<file path="config.mk">
export PLATFORM = sky130hd
export DESIGN_NAME = hm_oldest_scan
export DESIGN_NICKNAME = d
export VERILOG_FILES = /design/src/design/hm_pkg.sv /design/src/design/hm_oldest_scan.sv
export SDC_FILE = /design/constraint.sdc
export NUM_CORES = 1
export LEC_CHECK = 0
export BUFFER_PORTS_ARGS = -buffer_cell sky130_fd_sc_hd__buf_2
export CORE_MARGIN = 2
export CORE_UTILIZATION = 31
export DETAILED_ROUTE_END_ITERATION = 6
export HOLD_SLACK_MARGIN = 0.12
export PLACE_DENSITY_LB_ADDON = 0.25
export RECOVER_POWER = 100
export SYNTH_ARGS = -nofsm -noshare
export SYNTH_HDL_FRONTEND = slang
export SYNTH_SLANG_ARGS = --single-unit
</file>
<file path="constraint.sdc">
create_clock -name clock -period 7.8 [get_ports clock]
set_input_delay 1.17 -clock clock [delete_from_list [all_inputs] [get_ports clock]]
set_output_delay 1.17 -clock clock [all_outputs]
set_load 0.05 [all_outputs]
</file>
<file path="src/design/hm_pkg.sv">
// hm_pkg: shared constants, types and codes of the dual-path hitless merge core
// no dependencies
`default_nettype none
package hm_pkg;

   localparam int BUFFER_DEPTH    = 256;
   localparam int PASS_FIFO_DEPTH = 64;
   localparam int SLOT_W          = $clog2(BUFFER_DEPTH);
   localparam int OFF_W           = SLOT_W + 1;
   localparam int OCC_W           = SLOT_W + 1;
   localparam int FIFO_W          = $clog2(PASS_FIFO_DEPTH);
   localparam int FCNT_W          = FIFO_W + 1;
   localparam int SCAN_LANES      = 8;
   localparam int LANE_W          = $clog2(SCAN_LANES);
   localparam int SEQ_W           = 16;
   localparam int HANDLE_W        = 16;
   localparam int TIME_W          = 32;
   localparam int CNT_W           = 32;
   localparam int SKEW_SUM_W      = 37;
   localparam int SLOT_DATA_W     = HANDLE_W + TIME_W;
   localparam logic [SEQ_W-1:0] SEQ_HALF = 16'd32768;

   localparam int CNT_NUM       = 6;
   localparam int CNT_PATH_A    = 0;
   localparam int CNT_PATH_B    = 1;
   localparam int CNT_DELIVERED = 2;
   localparam int CNT_DUPLICATE = 3;
   localparam int CNT_LOST      = 4;
   localparam int CNT_RECOVERED = 5;

   localparam logic [1:0] CSR_MERGE_ENABLED = 2'd0;
   localparam logic [1:0] CSR_MAX_BUFFERED  = 2'd1;
   localparam logic [1:0] CSR_DIFF_DELAY    = 2'd2;

   localparam logic OP_PUSH = 1'b0;
   localparam logic OP_POP  = 1'b1;

   typedef enum logic [2:0] {
      ST_IDLE,
      ST_EVAL,
      ST_SCAN,
      ST_CHECK,
      ST_DIV,
      ST_RESP
   } state_type;

   typedef enum logic [2:0] {
      MD_DUP,
      MD_DROP,
      MD_POP_EXP,
      MD_POP_SKIP,
      MD_FIFO
   } mode_type;

   typedef struct packed {
      logic             done;
      logic             found;
      logic [OFF_W-1:0] offset;
   } scan_status_type;

endpackage
`default_nettype wire

</file>
<file path="src/design/hm_oldest_scan.sv">
// hm_oldest_scan: finds the first valid slot at or after a base, a few lanes per cycle
// depends on hm_pkg
`default_nettype none
module hm_oldest_scan (
   input  wire logic                              clock,
   input  wire logic                              reset,
   input  wire logic                              start,
   input  wire logic [hm_pkg::SLOT_W-1:0]         base,
   input  wire logic [hm_pkg::BUFFER_DEPTH-1:0]   valid_vec,
   output hm_pkg::scan_status_type                status
);
   logic                       busy_ff, busy_in;
   logic [hm_pkg::OFF_W-1:0]   off_ff, off_in;
   logic                       hit;
   logic [hm_pkg::LANE_W-1:0]  first;
   logic                       last;

   always_comb begin
      logic [hm_pkg::SLOT_W-1:0] idx;
      hit   = 1'b0;
      first = '0;
      idx   = '0;
      // descending so the lowest lane wins
      for (int k = hm_pkg::SCAN_LANES - 1; k >= 0; k--) begin
         idx = base + off_ff[hm_pkg::SLOT_W-1:0] + hm_pkg::SLOT_W'(k);
         if (valid_vec[idx]) begin
            hit   = 1'b1;
            first = hm_pkg::LANE_W'(k);
         end
      end
      last = (off_ff + hm_pkg::OFF_W'(hm_pkg::SCAN_LANES)) >=
             hm_pkg::OFF_W'(hm_pkg::BUFFER_DEPTH);
      status.done   = busy_ff && (hit || last);
      status.found  = hit;
      status.offset = off_ff + hm_pkg::OFF_W'(first);
      busy_in = busy_ff;
      off_in  = off_ff;
      if (start) begin
         busy_in = 1'b1;
         off_in  = '0;
      end else if (status.done) begin
         busy_in = 1'b0;
      end else if (busy_ff) begin
         off_in = off_ff + hm_pkg::OFF_W'(hm_pkg::SCAN_LANES);
      end
   end

   always_ff @(posedge clock) begin
      if (reset) begin
         busy_ff <= 1'b0;
         off_ff  <= '0;
      end else begin
         busy_ff <= busy_in;
         off_ff  <= off_in;
      end
   end
endmodule
`default_nettype wire

</file>
==> metrics.txt <==
effective utilization at floorplan=31.3%; synth top area cells=mux4_2 (52%), mux2i_1 (12%), nand2_1 (4.6%); Crit path arrival time=about 6.2 ns; Remaining DRCs=0; Fin. Hold Viols=0; Synth area leader=mux4_2; clock buffer depth=2; Internal Power=0.784 mW; Clock Sinks=7; Net Sw Frac=53.5%; total core area=46,500 sq um; Synth Warn #=0; top_reg_cell synth=dfxtp_1; Cells after Synth=1,352; crit path kind=in2out; CTS tree=done; Synth Net Count=around 1,600; Async SR Flop Fraction=0%; HP Class=reg2reg; HP Start=off_ff[8]$_SDFFE_PP0P_; first-pass GRT wire length=about 100,000 um; routability cong.=1.01; die footprint=slightly below 50,000 sq um; crit path from=base[3]; Post-DRT Antenna Nets=0; Post-layout nets=about 1,900; quantity of I/O buffers inserted on ports=~280; Post-synth EDFFs=0; Peak VDD IR=a little under 0.00008 V; Worst R2R Path Depth=11; max_slew headroom=roughly 14%; Layout Cells excl Fill=2,185; # setup viols final=0; Die Wd=between 200 and 250 um; Clock Pin Slew Worst Setup and Hold Paths=0.04 ns; area grow syn2layout=15.8%; library cells used by synthesis=81; Cells after DPL=about 2,200; Worst Hold Slack=0.471 ns; Psw=0.902 mW; Setup TNS=0 ns; post_cts resized=0; pwr dens=100 nW/um^2; row count=79; H-tree Lvls=1; Critical Path End Type=output pin; Clk pwr share=5.2%; Via density=7.02; Slew @ Worst Pin=1.28 ns; worst slack, placed=0.787 ns; Crit Reg-Reg Startpoint=off_ff[3]$_SDFFE_PP0P_; synthesized area=14,600 sq um; top-area cell type share of the netlist area=51.7%; skew final=0.00246 ns; largest net degree at the start of global routing=slightly above 100; vias in the first global route=around 15,000; list of most frequent post-synthesis cells=mux4_2 (334), nand2_1 (180), mux2i_1 (173), nand3_1 (58), buf_2 (57); number of placed I/O pins=278; fin crit share=94.5%; HPWL after DPL=56,600 um; most common cell in the netlist=mux4_2; Leak=6.37 nW; Worst EP required=between 6 and 7 ns; final setup margin=0.432 ns; final core occ=36.3%; max-cap violations=0; clk_lat worst skew=between 0.2 and 0.25 ns; crit-path max FO=22; initial antenna violation count=1; sequential-to-total area share from yosys stat=0.962%; CP Launch Type=input port; min cycle time layout=7.37 ns; count of hold-fix buffers inserted at cts=0; Die Y=221 um; status=finished, final reports clean; DRT iter0 DRCs=roughly 2,000; via count=15,300; share of layout cells above drive strength 1=between 40% and 50%; total power=1.69 mW; max-slew violations=0; RR Endpoint=off_ff[7]$_SDFFE_PP0P_; Area after DPL=16,800 sq um; Comb pwr share=roughly 93%; Sequential Power Share=2.2%; Pre-Repair DR Iteration Count=6; total gr overflow=0; Reg2Reg Setup Slack=2.27 ns; unrepaired setup endpoints after global routing=no; routed length per placed instance=32.5 um; Post-Syn Area per Cell=10.8 sq um; diodes inserted=0; Root Driver=clkbuf_16; GRT Total Usage=between 20 and 30%; post-CTS setup repair buffer count=0; fmax=0.136 GHz; Post-Layout Inst Area=16,900 sq um; routed wire length=71,100 um; crit path to=status[9]; #FFs+latches synth=7; Num CTS Buffers=3
kinds of logic (layout without fill, tap and decap cells):
kind of cell	after synthesis	after routing	share of synthesized area, %
multiplexers	542	542	66.6
AND/OR/NAND/NOR	402	402	12.9
AO/OA/AOI/OAI	185	185	9.45
buffers and inverters	145	371	5.13
XOR/XNOR	56	56	3.66
adder cells (fa/ha/maj)	15	15	1.34
flip-flops	7	7	0.962
critical path, cell delays in order:
cell	delay, ns
buf_2	0.10
ha_1	0.21
fa_1	0.95
buf_12	0.28
xor2_1	0.52
mux4_2	0.42
and2_1	0.17
a2111oi_0	0.95
and4b_1	0.31
o31a_1	0.30
o2111ai_2	0.16
nor2_1	0.11
inv_1	0.07
clkbuf_1	0.46
area by class of cell:
cell class / instances / area, sq um
flip-flops and latches: 7 / 140
fillers: 4672 / 29600
well taps: 607 / 759
inverters: 6 / 22.5
multi-input cells: 1200 / 13800
clock buffers: 4 / 78.8
repair buffers: 361 / 2070
power groups by stage:
stage / Clock, mW / Sequential, mW / Combinational, mW
2_1_floorplan: 0 / 0.0369 / 0.963
3_3_place_gp: 0 / 0.0369 / 1.51
3_5_place_dp: 0 / 0.0370 / 1.52
4_1_cts: 0.0889 / 0.0364 / 1.53
5_1_grt: 0.0907 / 0.0364 / 1.62
6_report: 0.0879 / 0.0364 / 1.56
flip-flops by register name, indices dropped and copies added (netlist names):
register and cells:
off_ff 6, busy_ff 1
routing by layer:
layer	part of all wire, %	up-vias	wire length (um)	track usage [%]
li1	-	6196	-	-
met1	40	7888	28300	39.6
met2	47	1105	33200	45.6
met3	9.9	149	7060	4.21
met4	3.6	2	2540	8.96
met5	0.017	-	12	0
worst min path at each step:
stage,endpoint,slack [ns],depth (start not counted)
3_5_place_dp,off_ff[8]$_SDFFE_PP0P_,0.46,2
5_1_grt,off_ff[8]$_SDFFE_PP0P_,0.52,2
3_3_place_gp,off_ff[8]$_SDFFE_PP0P_,0.45,2
6_report,off_ff[8]$_SDFFE_PP0P_,0.47,2
2_1_floorplan,off_ff[8]$_SDFFE_PP0P_,0.67,2
4_1_cts,off_ff[8]$_SDFFE_PP0P_,0.47,2
layout by cell type (no fill, tap or decap), types with 5 or more instances in the layout:
master / netlist / final
a2111oi_0: 13 / 12
a211oi_1: 12 / 12
a21o_1: 5 / 5
a21oi_1: 34 / 34
a221oi_1: 6 / 6
a311oi_1: 6 / 6
a31oi_1: 11 / 11
a32oi_1: 7 / 7
and2_1: 12 / 12
and3_1: 7 / 7
buf_2: 57 / 267
buf_4: 17 / 80
clkbuf_1: 41 / 9
dfxtp_1: 7 / 7
ha_1: 14 / 12
mux2_2: 32 / 32
mux2i_1: 173 / 173
mux4_2: 334 / 334
nand2_1: 180 / 180
nand2b_1: 5 / 5
nand3_1: 58 / 58
nand4_1: 31 / 31
nor2_1: 45 / 45
nor2b_1: 6 / 6
nor3_1: 26 / 26
nor4_1: 10 / 10
o211ai_1: 8 / 8
o21ai_0: 15 / 15
o22ai_1: 14 / 14
o311ai_0: 6 / 6
o31ai_1: 7 / 7
or3_1: 6 / 6
xnor2_1: 38 / 33
xnor2_2: 1 / 5
xor2_1: 14 / 9
xor2_2: 1 / 6
No activity file was read; power rests on OpenSTA's default activity.
