--- config.mk ---
export PLATFORM = sky130hd
export DESIGN_NAME = hm_skew_div
export DESIGN_NICKNAME = d
export VERILOG_FILES = /design/src/design/hm_pkg.sv /design/src/design/hm_skew_div.sv
export SDC_FILE = /design/constraint.sdc
export NUM_CORES = 1
export LEC_CHECK = 0
export ABC_AREA = 1
export BUFFER_PORTS_ARGS = -buffer_cell sky130_fd_sc_hd__buf_2
export CAP_MARGIN = 0
export CORE_MARGIN = 4
export CORE_UTILIZATION = 39
export CTS_BUF_LIST = sky130_fd_sc_hd__clkbuf_16
export CTS_CLUSTER_DIAMETER = 30
export DETAILED_ROUTE_END_ITERATION = 8
export GPL_ROUTABILITY_DRIVEN = 0
export GPL_TIMING_DRIVEN = 0
export PLACE_DENSITY = 0.63
export SYNTH_ARGS = -nofsm -noshare
export SYNTH_HDL_FRONTEND = slang
export SYNTH_SLANG_ARGS = --single-unit
--- constraint.sdc ---
create_clock -name clock -period 4.4 [get_ports clock]
set_input_delay 0.22 -clock clock [delete_from_list [all_inputs] [get_ports clock]]
set_output_delay 0.22 -clock clock [all_outputs]
set_load 0.02 [all_outputs]
--- src/design/hm_pkg.sv ---
// hm_pkg: shared constants, types and codes of the dual-path hitless merge core
// no dependencies
`default_nettype none
package hm_pkg;

   localparam int BUFFER_DEPTH    = 256;
   localparam int PASS_FIFO_DEPTH = 64;
   localparam int SLOT_W          = $clog2(BUFFER_DEPTH);
   localparam int OFF_W           = SLOT_W + 1;
   localparam int OCC_W           = SLOT_W + 1;
   localparam int FIFO_W          = $clog2(PASS_FIFO_DEPTH);
   localparam int FCNT_W          = FIFO_W + 1;
   localparam int SCAN_LANES      = 8;
   localparam int LANE_W          = $clog2(SCAN_LANES);
   localparam int SEQ_W           = 16;
   localparam int HANDLE_W        = 16;
   localparam int TIME_W          = 32;
   localparam int CNT_W           = 32;
   localparam int SKEW_SUM_W      = 37;
   localparam int SLOT_DATA_W     = HANDLE_W + TIME_W;
   localparam logic [SEQ_W-1:0] SEQ_HALF = 16'd32768;

   localparam int CNT_NUM       = 6;
   localparam int CNT_PATH_A    = 0;
   localparam int CNT_PATH_B    = 1;
   localparam int CNT_DELIVERED = 2;
   localparam int CNT_DUPLICATE = 3;
   localparam int CNT_LOST      = 4;
   localparam int CNT_RECOVERED = 5;

   localparam logic [1:0] CSR_MERGE_ENABLED = 2'd0;
   localparam logic [1:0] CSR_MAX_BUFFERED  = 2'd1;
   localparam logic [1:0] CSR_DIFF_DELAY    = 2'd2;

   localparam logic OP_PUSH = 1'b0;
   localparam logic OP_POP  = 1'b1;

   typedef enum logic [2:0] {
      ST_IDLE,
      ST_EVAL,
      ST_SCAN,
      ST_CHECK,
      ST_DIV,
      ST_RESP
   } state_type;

   typedef enum logic [2:0] {
      MD_DUP,
      MD_DROP,
      MD_POP_EXP,
      MD_POP_SKIP,
      MD_FIFO
   } mode_type;

   typedef struct packed {
      logic             done;
      logic             found;
      logic [OFF_W-1:0] offset;
   } scan_status_type;

endpackage
`default_nettype wire

--- src/design/hm_skew_div.sv ---
// hm_skew_div: shift-add division by ten with saturation to 32 bits, one step per cycle
// depends on hm_pkg
`default_nettype none
module hm_skew_div (
   input  wire logic                            clock,
   input  wire logic                            reset,
   input  wire logic                            start,
   input  wire logic [hm_pkg::SKEW_SUM_W-1:0]   dividend,
   output logic                                 done,
   output logic      [31:0]                     quotient
);
   localparam int W = hm_pkg::SKEW_SUM_W;
   localparam logic [2:0] STEP_ADD4  = 3'd0;
   localparam logic [2:0] STEP_ADD8  = 3'd1;
   localparam logic [2:0] STEP_ADD16 = 3'd2;
   localparam logic [2:0] STEP_ADD32 = 3'd3;
   localparam logic [2:0] STEP_SCALE = 3'd4;
   localparam logic [2:0] STEP_REM   = 3'd5;

   logic          busy_ff, busy_in;
   logic          done_ff, done_in;
   logic [2:0]    step_ff, step_in;
   logic [W-1:0]  num_ff, num_in;
   logic [W-1:0]  quo_ff, quo_in;
   logic [W-1:0]  rem_ff, rem_in;

   // q ~ n * 0.8 refined by shifted adds, then scaled by 1/8 and fixed up once
   always_comb begin
      busy_in = busy_ff;
      done_in = 1'b0;
      step_in = step_ff;
      num_in  = num_ff;
      quo_in  = quo_ff;
      rem_in  = rem_ff;
      if (start) begin
         busy_in = 1'b1;
         step_in = STEP_ADD4;
         num_in  = dividend;
         quo_in  = (dividend >> 1) + (dividend >> 2);
      end else if (busy_ff) begin
         step_in = step_ff + 3'd1;
         case (step_ff)
            STEP_ADD4:  quo_in = quo_ff + (quo_ff >> 4);
            STEP_ADD8:  quo_in = quo_ff + (quo_ff >> 8);
            STEP_ADD16: quo_in = quo_ff + (quo_ff >> 16);
            STEP_ADD32: quo_in = quo_ff + (quo_ff >> 32);
            STEP_SCALE: quo_in = quo_ff >> 3;
            STEP_REM:   rem_in = num_ff - ((quo_ff << 3) + (quo_ff << 1));
            default: begin
               // estimate is low by at most one
               quo_in  = quo_ff + W'(rem_ff > W'(9));
               busy_in = 1'b0;
               done_in = 1'b1;
            end
         endcase
      end
   end

   always_ff @(posedge clock) begin
      if (reset) begin
         busy_ff <= 1'b0;
         done_ff <= 1'b0;
      end else begin
         busy_ff <= busy_in;
         done_ff <= done_in;
      end
      step_ff <= step_in;
      num_ff  <= num_in;
      quo_ff  <= quo_in;
      rem_ff  <= rem_in;
   end

   assign done     = done_ff;
   assign quotient = (|quo_ff[W-1:32]) ? 32'hFFFF_FFFF : quo_ff[31:0];
endmodule
`default_nettype wire

==> results.sh <==
export IMPL_worst_pin_slew_ns=1.16
export IMPL_postRouteWirelength_um=46800
export IMPL_ff2ff_path_depth=20
export IMPL_yosys_warnings=0
export IMPL_die_x_um=192
export IMPL_synthToLayoutAreaGrowth_pct=12.3
export IMPL_yosys_most_used_dff="edfxtp_1"
export IMPL_fmax_ghz=0.241
export IMPL_min_path_cells=1
export IMPL_critPathSlowestCell="nor4_4"
export IMPL_final_util=0.444
export IMPL_cts_buffers=17
export IMPL_antenna_found_initial=0
export IMPL_setup_violations=0
export IMPL_cts_sinks=115
export IMPL_cts_buffer_depth=2
export IMPL_grt_max_degree=39
export IMPL_rsz0062_at_grt="false"
export IMPL_grt_overflow=0
export IMPL_finalHoldViolCount=0
export IMPL_nNetsFinal=2183
export IMPL_path_clk_slew_ns=0.07
export IMPL_reg2reg_to="quo_ff[14]"
export IMPL_critPathKind="flop to flop"
export IMPL_yosys_register_bits=115
export IMPL_syn_inst=1899
export IMPL_grt_usage=0.251
export IMPL_final_max_slew_viol_count=0
export IMPL_via_per_inst=5.55
export IMPL_dieArea_um2=36900
export IMPL_hold_start="dividend[4]"
export IMPL_ir_drop_mv=0.381
export IMPL_num_vias=13645
export IMPL_htree_levels=4
export IMPL_ios=73
export IMPL_leakage_uw=0.00687
export IMPL_synth_nets=2086
export IMPL_critPathMaxFanout=10
export IMPL_dp_worst_setup_slack_ns=-0.380
export IMPL_slew_headroom=0.222
export IMPL_clock_latency_ns=0.43
export IMPL_synth_cell_types=54
export IMPL_post_route_min_period_ns=4.14
export IMPL_fin_total_pwr_uw=12400
export IMPL_critical_path_most_common_cell="nand2_1"
export IMPL_setup_ws_ns=0.256
export IMPL_n_antenna_cell=0
export IMPL_first_pass_iters=6
export IMPL_arrival_ns=4.31
export IMPL_grt_pass1_wl_um=70800
export IMPL_critPathLaunchType="flop"
export IMPL_routedWlPerCell_um=19.1
export IMPL_slowest_delay_ns=0.44
export IMPL_root_buffer="clkbuf_16"
export IMPL_drt_iter0_markers=1516
export IMPL_seq_area_frac_synth=0.257
export IMPL_fp_coreArea_um2=33400
export IMPL_fin_tns_setup_ns=0
export IMPL_grt_pass1_vias=13091
export IMPL_powerDensity_nw_per_um2=836
export IMPL_cap_viol_max_count=0
export IMPL_end_kind="flop"
export IMPL_drive_gt1_frac=0.118
export IMPL_status="finished, final reports clean"
export IMPL_cts_tree="done"
export IMPL_rows=67
export IMPL_hp_class="input pin to flop"
export IMPL_hold_path_end="num_ff[4]"
export IMPL_port_buffers=72
export IMPL_path_cells="inv_1, ha_1, inv_1, nor2_1, clkinv_1, nand4_1, buf_4, nor4_4, a22oi_1, ha_1, fa_2, nand3_1, nand3_2, nand2_1, nand2_1, nand3_1, nand2_1, xor2_1, o21ai_0, nand2_1"
export IMPL_synth_edf_count=110
export IMPL_post_route_period_util=0.942
export IMPL_final_common_cell="nand2_1"
export IMPL_layout_common_cells="nand2_1, inv_1, nor2_1"
export IMPL_synth_cell_area_um2=13200
export IMPL_dpl_hpwl_um=38800
export IMPL_crit_required_ns=4.57
export IMPL_skew_ns=0.0161
export IMPL_initial_core_util=0.395
export IMPL_r2r_slack_ns=0.26
export IMPL_syn_area_per_cell_um2=6.96
export IMPL_ys_async_sr_fraction=0
export IMPL_ant_nets=0
export IMPL_drc=0
export IMPL_r2r_start="step_ff[1]"
export IMPL_die_h_um=192
[area by class of cell]
type                            count  area, um2
Tap cell                          448        561
Timing Repair Buffer               78        420
Clock inverter                     15        195
Buffer                             26        115
Inverter                          255        957
Multi-Input combinational cell   1503       8770
Sequential cell                   115       3400
Clock buffer                       17        425
Fill cell                        3459      18600
[worst max-delay path, delay by kind of cell, from the launching register on]
kind / cells / cell delay [ns]
and+or+nand+nor: 10 / 1.43
adders and majority gates: 3 / 0.93
buffers and inverters: 4 / 0.56
AOI/OAI and AO/OA: 2 / 0.41
DFF: 1 / 0.36
xor gates and xnor gates: 1 / 0.18
[worst max-delay path by stage]
stage                     startpoint    endpoint  slack [ns]
final                     step_ff[1]  quo_ff[14]        0.26
after global routing      step_ff[1]  quo_ff[14]        0.10
after CTS                 step_ff[1]  quo_ff[14]        0.01
after floorplan           step_ff[1]  rem_ff[10]        0.82
after detailed placement  step_ff[1]  quo_ff[14]       -0.38
after global placement         start  rem_ff[36]       -0.73
[per-layer routing]
metal,wire length (um),track usage
met2,20900,0.408
met1,19600,0.334
met3,4010,0.0324
met4,2250,0.109
met5,62,0.0137
[synthesized netlist by cell type, types with 20 or more instances]
| library cell | n | share of area |
|---|---|---|
| nand2_1 | 539 | 0.15 |
| inv_1 | 232 | 0.066 |
| nor2_1 | 170 | 0.048 |
| a21oi_1 | 164 | 0.062 |
| ha_1 | 112 | 0.11 |
| edfxtp_1 | 110 | 0.25 |
| nand3_1 | 107 | 0.041 |
| o21ai_0 | 87 | 0.033 |
| xor2_1 | 41 | 0.027 |
| fa_1 | 35 | 0.053 |
| nand2_2 | 26 | 0.012 |
| inv_2 | 21 | 0.0060 |
| nor2_2 | 20 | 0.0095 |
[power breakdown]
group / internal [uW] / switching, uW
registers: 1730 / 232
clock network: 910 / 619
logic: 2960 / 5960
[per-stage QoR]
step | area [um2] | cells | hold slack (ns)
after CTS | 14800 | 2456 | 0.000103
after global routing | 14800 | 2457 | 0.00267
after floorplan | 13200 | 1899 | 0.289
after global placement | 14100 | 2419 | 0.392
final | 14800 | 2457 | 0.00665
after detailed placement | 14200 | 2421 | 0.402
[flip-flops by register name, indices dropped and copies added, names as in the netlist]
name	count
quo_ff	37
done	1
busy_ff	1
step_ff	3
rem_ff	36
num_ff	37
[repair_timing]
item                                    in CTS  in global routing
gates resized for setup                      2                  1
buffers inserted                             0                  1
endpoints found under the setup margin      12                  8
pin swaps                                    0                  1
hold buffers                                 3                  0
hold endpoints to repair                     4                  0
[cells by family after synthesis]
family | count (synthesis) | share of synthesized area
buf+inv | 281 | 0.0811
xor+xnor | 55 | 0.0370
simple gates | 942 | 0.308
fa+ha+maj | 147 | 0.159
flops | 115 | 0.257
compound gates | 359 | 0.157
No activity file was read; power rests on OpenSTA's default activity.
