$ cat src/design/hm_ram.sv
// hm_ram: generic single-write, single-read ram with registered read data
// no dependencies
`default_nettype none
module hm_ram #(
   parameter int WIDTH = 8,
   parameter int DEPTH = 16
) (
   input  wire logic                     clock,
   input  wire logic                     wr_en,
   input  wire logic [$clog2(DEPTH)-1:0] wr_addr,
   input  wire logic [WIDTH-1:0]         wr_data,
   input  wire logic                     rd_en,
   input  wire logic [$clog2(DEPTH)-1:0] rd_addr,
   output logic      [WIDTH-1:0]         rd_data
);
   logic [WIDTH-1:0] mem_ff [DEPTH];
   logic [WIDTH-1:0] rd_data_ff;

   always_ff @(posedge clock) begin
      if (wr_en) begin
         mem_ff[wr_addr] <= wr_data;
      end
      if (rd_en) begin
         rd_data_ff <= mem_ff[rd_addr];
      end
   end

   assign rd_data = rd_data_ff;
endmodule
`default_nettype wire

$ cat config.mk
export PLATFORM = sky130hd
export DESIGN_NAME = hm_ram
export DESIGN_NICKNAME = d
export VERILOG_FILES = /design/src/design/hm_ram.sv
export SDC_FILE = /design/constraint.sdc
export NUM_CORES = 1
export LEC_CHECK = 0
export ABC_CLOCK_PERIOD_IN_PS = 1750
export BUFFER_PORTS_ARGS = -buffer_cell sky130_fd_sc_hd__buf_2
export CORE_MARGIN = 3
export CORE_UTILIZATION = 54
export DETAILED_ROUTE_END_ITERATION = 8
export GPL_TIMING_DRIVEN = 0
export PLACE_DENSITY = 0.74
export SLEW_MARGIN = 20
export SYNTH_ARGS = -nofsm -noshare
export SYNTH_HDL_FRONTEND = slang
export SYNTH_SLANG_ARGS = --single-unit
$ cat constraint.sdc
create_clock -name clock -period 1.75 [get_ports clock]
set_input_delay 0.175 -clock clock [delete_from_list [all_inputs] [get_ports clock]]
set_output_delay 0.175 -clock clock [all_outputs]
set_load 0.005 [all_outputs]
==> results.ini, run 1 <==
[status]
status = finished clean

[place]
hpwlAfterDp_microns = 6130
gp_congestion = 0.696
pre_cts_slack_ns = -0.107
port_buffers = 25
placed_area_sq_um = 5530

[worst_setup_path]
critical_path_class = flip-flop to flip-flop
slowest_delay_ns = 0.50
cp_cell_sequence = mux4_1 -> a22oi_1 -> nand2_1
worstPathArrival_ns = 1.87
timing.critical_path.buf_inv = 0
endpoint_kind = flip-flop
required_ns = 2.00
cp_top_family = multiplexers
critPathLaunchType = flip-flop
critPathMaxFanout = 1
slowest_stage = mux4_1

[clock_network]
numCtsBuffers = 17
post_cts_resized = 0
clock-root-buffer = clkbuf_8
cts.htree.levels = 4
cts_setup_buffers = 0
ctsLongestPathBuffers = 2
path_clk_slew_ns = 0.06
insertion_delay_ns = 0.52
cts_tree = built
cts.sinks = 136

[floorplan]
start_util = 0.560
ios = 27
die_y_microns = 104
core_area_sq_um = 9330
rows = 35
die_area_sq_um = 10900
fp.dieW_microns = 104

[timing]
tightest_slew_ns = 0.812
finalSetupViolCount = 0
fmax_mhz = 617
rsz0062_at_grt = no
clock_skew_ns = 0.00604
finalCritPeriodShare = 0.926
period_needed_ns = 1.62
max-slew-margin-rel = 0.456
hold_violations = 0
setup_ws_ns = 0.129
slew_viol_final = 0

[power_and_ir_drop]
ir_drop_uv = 650
power.leakage_nw = 2.03
comb_power_share = 0.047
p_int_mw = 5.95
p_per_area_nw_per_um2 = 1210
clockPowerShare = 0.455
p_seq_frac = 0.498
switchingPower_mw = 1.45
sw_frac_of_total = 0.196

[final_layout]
diodes = 0
n_fill_cell = 596
area_growth_pct = 16.7
drive_gt1_frac = 0.290
layout.nets = 293
final_area_sq_um = 6100

[worst_hold_path]
hold_path_class = input pin to flip-flop

[grt]
grt_pass1_vias = 2564
grt_pass1_wl_microns = 15400
grt-ovfl-total = 0
grt_usage = 0.200
grt_max_degree = 17
antenna_found_initial = 0

[routing]
drc = 0
post_drt_via_cell_ratio = 5.95
routed_wirelength_microns = 10000
ant_nets = 0
first_pass_iters = 4
drtIter0Drc = 225
vias = 2470
wire_per_inst_microns = 24.2

[synthesis]
synth_cell_types = 18
ys_warn_count = 0
synth_seq_cells = 136
syn_nets = 248
netlist_instances = 229
yosysSeqAreaShare = 0.781
netlist_area_sq_um = 5230
synth_area_per_cell_sq_um = 22.8

[flow_run]
max-cap-violations = 0

## flip-flops by register name, summed over array words and instances, names as in the netlist
name / count
mem_ff: 128
rd_data: 8
## layout make-up
| cell class | instances | area [sq um] | area share |
|---|---|---|---|
| Multi-Input combinational cell | 83 | 1080 | 0.177 |
| Buffer | 10 | 86.3 | 0.0142 |
| Clock inverter | 11 | 131 | 0.0215 |
| Sequential cell | 136 | 4080 | 0.669 |
| Tap cell | 129 | 161 | 0.0265 |
| Timing Repair Buffer | 26 | 135 | 0.0221 |
| Clock buffer | 20 | 425 | 0.0697 |
## layer usage
metal	up-vias	GRT usage	wire, microns	share of wire
li1	1077	-	-	-
met1	1272	0.268	4050	0.40
met2	111	0.308	5020	0.50
met3	10	0.0646	822	0.082
met4	0	0.0779	136	0.014
met5	-	0	0	0
## worst reg2reg max path: stages, from the launching register on
cell,delay (ns)
edfxtp_1,0.39
mux4_1,0.50
a22oi_1,0.35
nand2_1,0.12
## logic make-up after synthesis
family | count (synthesis) | share of synthesized area
DFF | 136 | 0.781
and+or+nand+nor | 35 | 0.0314
muxes | 32 | 0.148
AOI/OAI and AO/OA | 16 | 0.0230
buffers and inverters | 10 | 0.0165
## worst paths after layout
check	start	endpoint	slack (ns)	cells after the start
setup / recovery	mem_ff[2][0]	rd_data[0]	0.13	3
hold / removal	wr_data[6]	mem_ff[6][6]	0.05	1
setup reg to reg	mem_ff[2][0]	rd_data[0]	0.13	3
hold reg to reg	mem_ff[11][3]	rd_data[3]	0.76	3
## power by group through the flow
stage	registers (mW)	clock network, mW	logic (mW)
floorplan	3.75	0	0.185
global placement	3.75	0	0.331
detailed placement	3.76	0	0.343
CTS	3.69	3.38	0.350
global route	3.69	3.56	0.374
finish	3.69	3.37	0.348
## through the flow
stage          utilization  hold WS, ns  cells  setup TNS [ns]  power, mW
3_5_place_dp         0.593        0.535    383           -2.68       4.10
4_1_cts              0.654       0.0348    415               0       7.42
5_1_grt              0.654       0.0443    415               0       7.63
3_3_place_gp         0.591        0.538    383           -8.21       4.08
2_1_floorplan            -        0.274    229               0       3.94
6_report             0.654       0.0530    415               0       7.40
## what timing repair did
action,CTS,global route
hold endpoints to repair,8,0
endpoints found under the setup margin,0,0
hold buffers,1,0
## synth_stat cells
library cell / count / area, sq um
buf_6: 3 / 33.8
nand2b_1: 2 / 12.5
buf_4: 1 / 7.51
nand2_1: 9 / 33.8
nor2b_1: 1 / 6.26
a22oi_1: 16 / 120
buf_2: 3 / 15.0
nor3_1: 4 / 20.0
and2b_1: 1 / 7.51
edfxtp_1: 136 / 4080
nand3b_1: 2 / 15.0
nor2_1: 13 / 48.8
nand3_1: 1 / 5.00
clkdlybuf4s25_2: 3 / 30.0
mux4_2: 18 / 405
mux4_1: 14 / 368
or3b_2: 1 / 8.76
and2_1: 1 / 6.26
## placed cells by master (no fill, tap or decap)
cell type,synthesis,routed
mux4_1,14,14
nand3b_1,2,2
nor2_1,13,13
nand2_1,9,9
nor2b_1,1,1
and2b_1,1,1
clkdlybuf4s25_2,3,3
clkinvlp_4,0,2
nand3_1,1,1
clkinv_2,0,3
or3b_2,1,1
mux4_2,18,18
buf_6,3,3
dlygate4sd3_1,0,1
and2_1,1,1
bufinv_16,0,3
clkbuf_8,0,1
clkbuf_1,0,3
nor3_2,0,4
clkinv_1,0,3
edfxtp_1,136,136
nand2b_1,2,2
a22oi_1,16,16
buf_2,3,28
buf_4,1,1
clkbuf_16,0,16
Note: power is estimated with default switching activity, not from simulation.
==> run 2, diff against run 1 <==
--- a/config.mk
+++ b/config.mk
@@ -7,7 +7,7 @@
 export LEC_CHECK = 0
 export ABC_CLOCK_PERIOD_IN_PS = 1750
 export BUFFER_PORTS_ARGS = -buffer_cell sky130_fd_sc_hd__buf_2
-export CORE_MARGIN = 3
+export CORE_MARGIN = 2
 export CORE_UTILIZATION = 54
 export DETAILED_ROUTE_END_ITERATION = 8
 export GPL_TIMING_DRIVEN = 0
==> results.ini, run 2 (synthesis results as in run 1) <==
[status]
status = finished clean

[clock_network]
cts_setup_buffers = 0
cts.sinks = 136
ctsLongestPathBuffers = 2
cts.htree.levels = 4
cts_tree = built
clock-root-buffer = clkbuf_8
path_clk_slew_ns = 0.06
insertion_delay_ns = 0.51
numCtsBuffers = 17
post_cts_resized = 0

[timing]
slew_viol_final = 0
max-slew-margin-rel = 0.455
period_needed_ns = 1.56
finalCritPeriodShare = 0.894
finalSetupViolCount = 0
setup_ws_ns = 0.186
rsz0062_at_grt = no
fmax_mhz = 639
hold_violations = 0
tightest_slew_ns = 0.815
clock_skew_ns = 0.00587

[final_layout]
diodes = 0
regMostFlops = mem_ff
final_common_cell = edfxtp_1
final_cell_mix = 136 x edfxtp_1, 28 x buf_2, 18 x mux4_2, 16 x a22oi_1, 16 x clkbuf_16
layout.nets = 293
n_fill_cell = 588
final_area_sq_um = 6140
layoutNonFillerInstCount = 415
drive_gt1_frac = 0.304
regArea_sq_um = 4080
largest_register_ffs = 128
area_growth_pct = 17.5
fin_util = 0.658
multi_input_area_sq_um = 1080

[place]
port_buffers = 25
pre_cts_slack_ns = -0.118
dp_cells = 383
hpwlAfterDp_microns = 6000
gp_congestion = 0.715
placed_area_sq_um = 5530

[worst_setup_path]
r2r-start = mem_ff[5][0]
endpoint_kind = flip-flop
slowest_delay_ns = 0.56
cp_cell_sequence = mux4_1 -> a22oi_1 -> nand2_1
required_ns = 2.00
r2r-end = rd_data[0]
reg2reg_depth = 3
critPathLaunchType = flip-flop
cp_top_family = multiplexers
timing.critical_path.buf_inv = 0
reg2reg_slack_ns = 0.19
worstPathArrival_ns = 1.81
slowest_stage = mux4_1
critPathMaxFanout = 1
critical_path_class = flip-flop to flip-flop

[floorplan]
ios = 27
start_util = 0.560
die_y_microns = 102
fp.dieW_microns = 102
die_area_sq_um = 10500
core_area_sq_um = 9330
rows = 35

[grt]
grt-ovfl-total = 0
grt_usage = 0.211
antenna_found_initial = 0
grt_max_degree = 17
grt_pass1_vias = 2609
grt_pass1_wl_microns = 14800

[worst_hold_path]
hold_path_class = input pin to flip-flop
hold-path-endpoint = mem_ff[15][5]
whs_path_depth = 1
hold_start = wr_data[5]

[routing]
drc = 0
vias = 2441
post_drt_via_cell_ratio = 5.88
ant_nets = 0
drtIter0Drc = 295
wire_per_inst_microns = 23.0
routed_wirelength_microns = 9530
first_pass_iters = 4

[flow_run]
max-cap-violations = 0

[power_and_ir_drop]
ir_drop_uv = 656
p_total_mw = 7.59
power.leakage_nw = 2.04
p_per_area_nw_per_um2 = 1240

## run 2: worst max-delay path by stage
| stage | startpoint | end | cells past startpoint |
|---|---|---|---|
| after floorplan | wr_addr[2] | mem_ff[0][0] | 2 |
| after global placement | wr_addr[2] | mem_ff[0][4] | 3 |
| after detailed placement | wr_addr[2] | mem_ff[1][3] | 3 |
| after CTS | mem_ff[5][0] | rd_data[0] | 3 |
| after global routing | mem_ff[5][0] | rd_data[0] | 3 |
| final | mem_ff[5][0] | rd_data[0] | 3 |
## run 2: layout make-up
class,count,area share
flip-flops and latches,136,0.665
multi-input cells,83,0.175
clock buffers,18,0.0680
clock inverters,13,0.0293
well taps,129,0.0263
repair buffers,26,0.0220
plain buffers,10,0.0141
## run 2: what timing repair did
action / CTS / global route
hold endpoints to repair: 8 / 0
endpoints found under the setup margin: 0 / 0
hold buffers: 1 / 0
## run 2: report_power, final
| group | internal [mW] | switching, mW |
|---|---|---|
| registers | 3.67 | 0.0161 |
| logic | 0.143 | 0.199 |
| clock network | 2.29 | 1.26 |
| total | 6.11 | 1.48 |
## run 2: per-layer routing
layer,wire length [microns],GRT usage,up-vias
met4,139,0.0749,0
met5,0,0,-
met3,539,0.0595,11
met1,4130,0.297,1249
met2,4730,0.323,112
li1,-,-,1069
## run 2: through the flow
| stage | hold slack (ns) | setup TNS, ns |
|---|---|---|
| CTS | 0.0416 | 0 |
| floorplan | 0.274 | 0 |
| global route | 0.0438 | 0 |
| detailed placement | 0.525 | -2.45 |
| global placement | 0.512 | -8.37 |
| finish | 0.0595 | 0 |
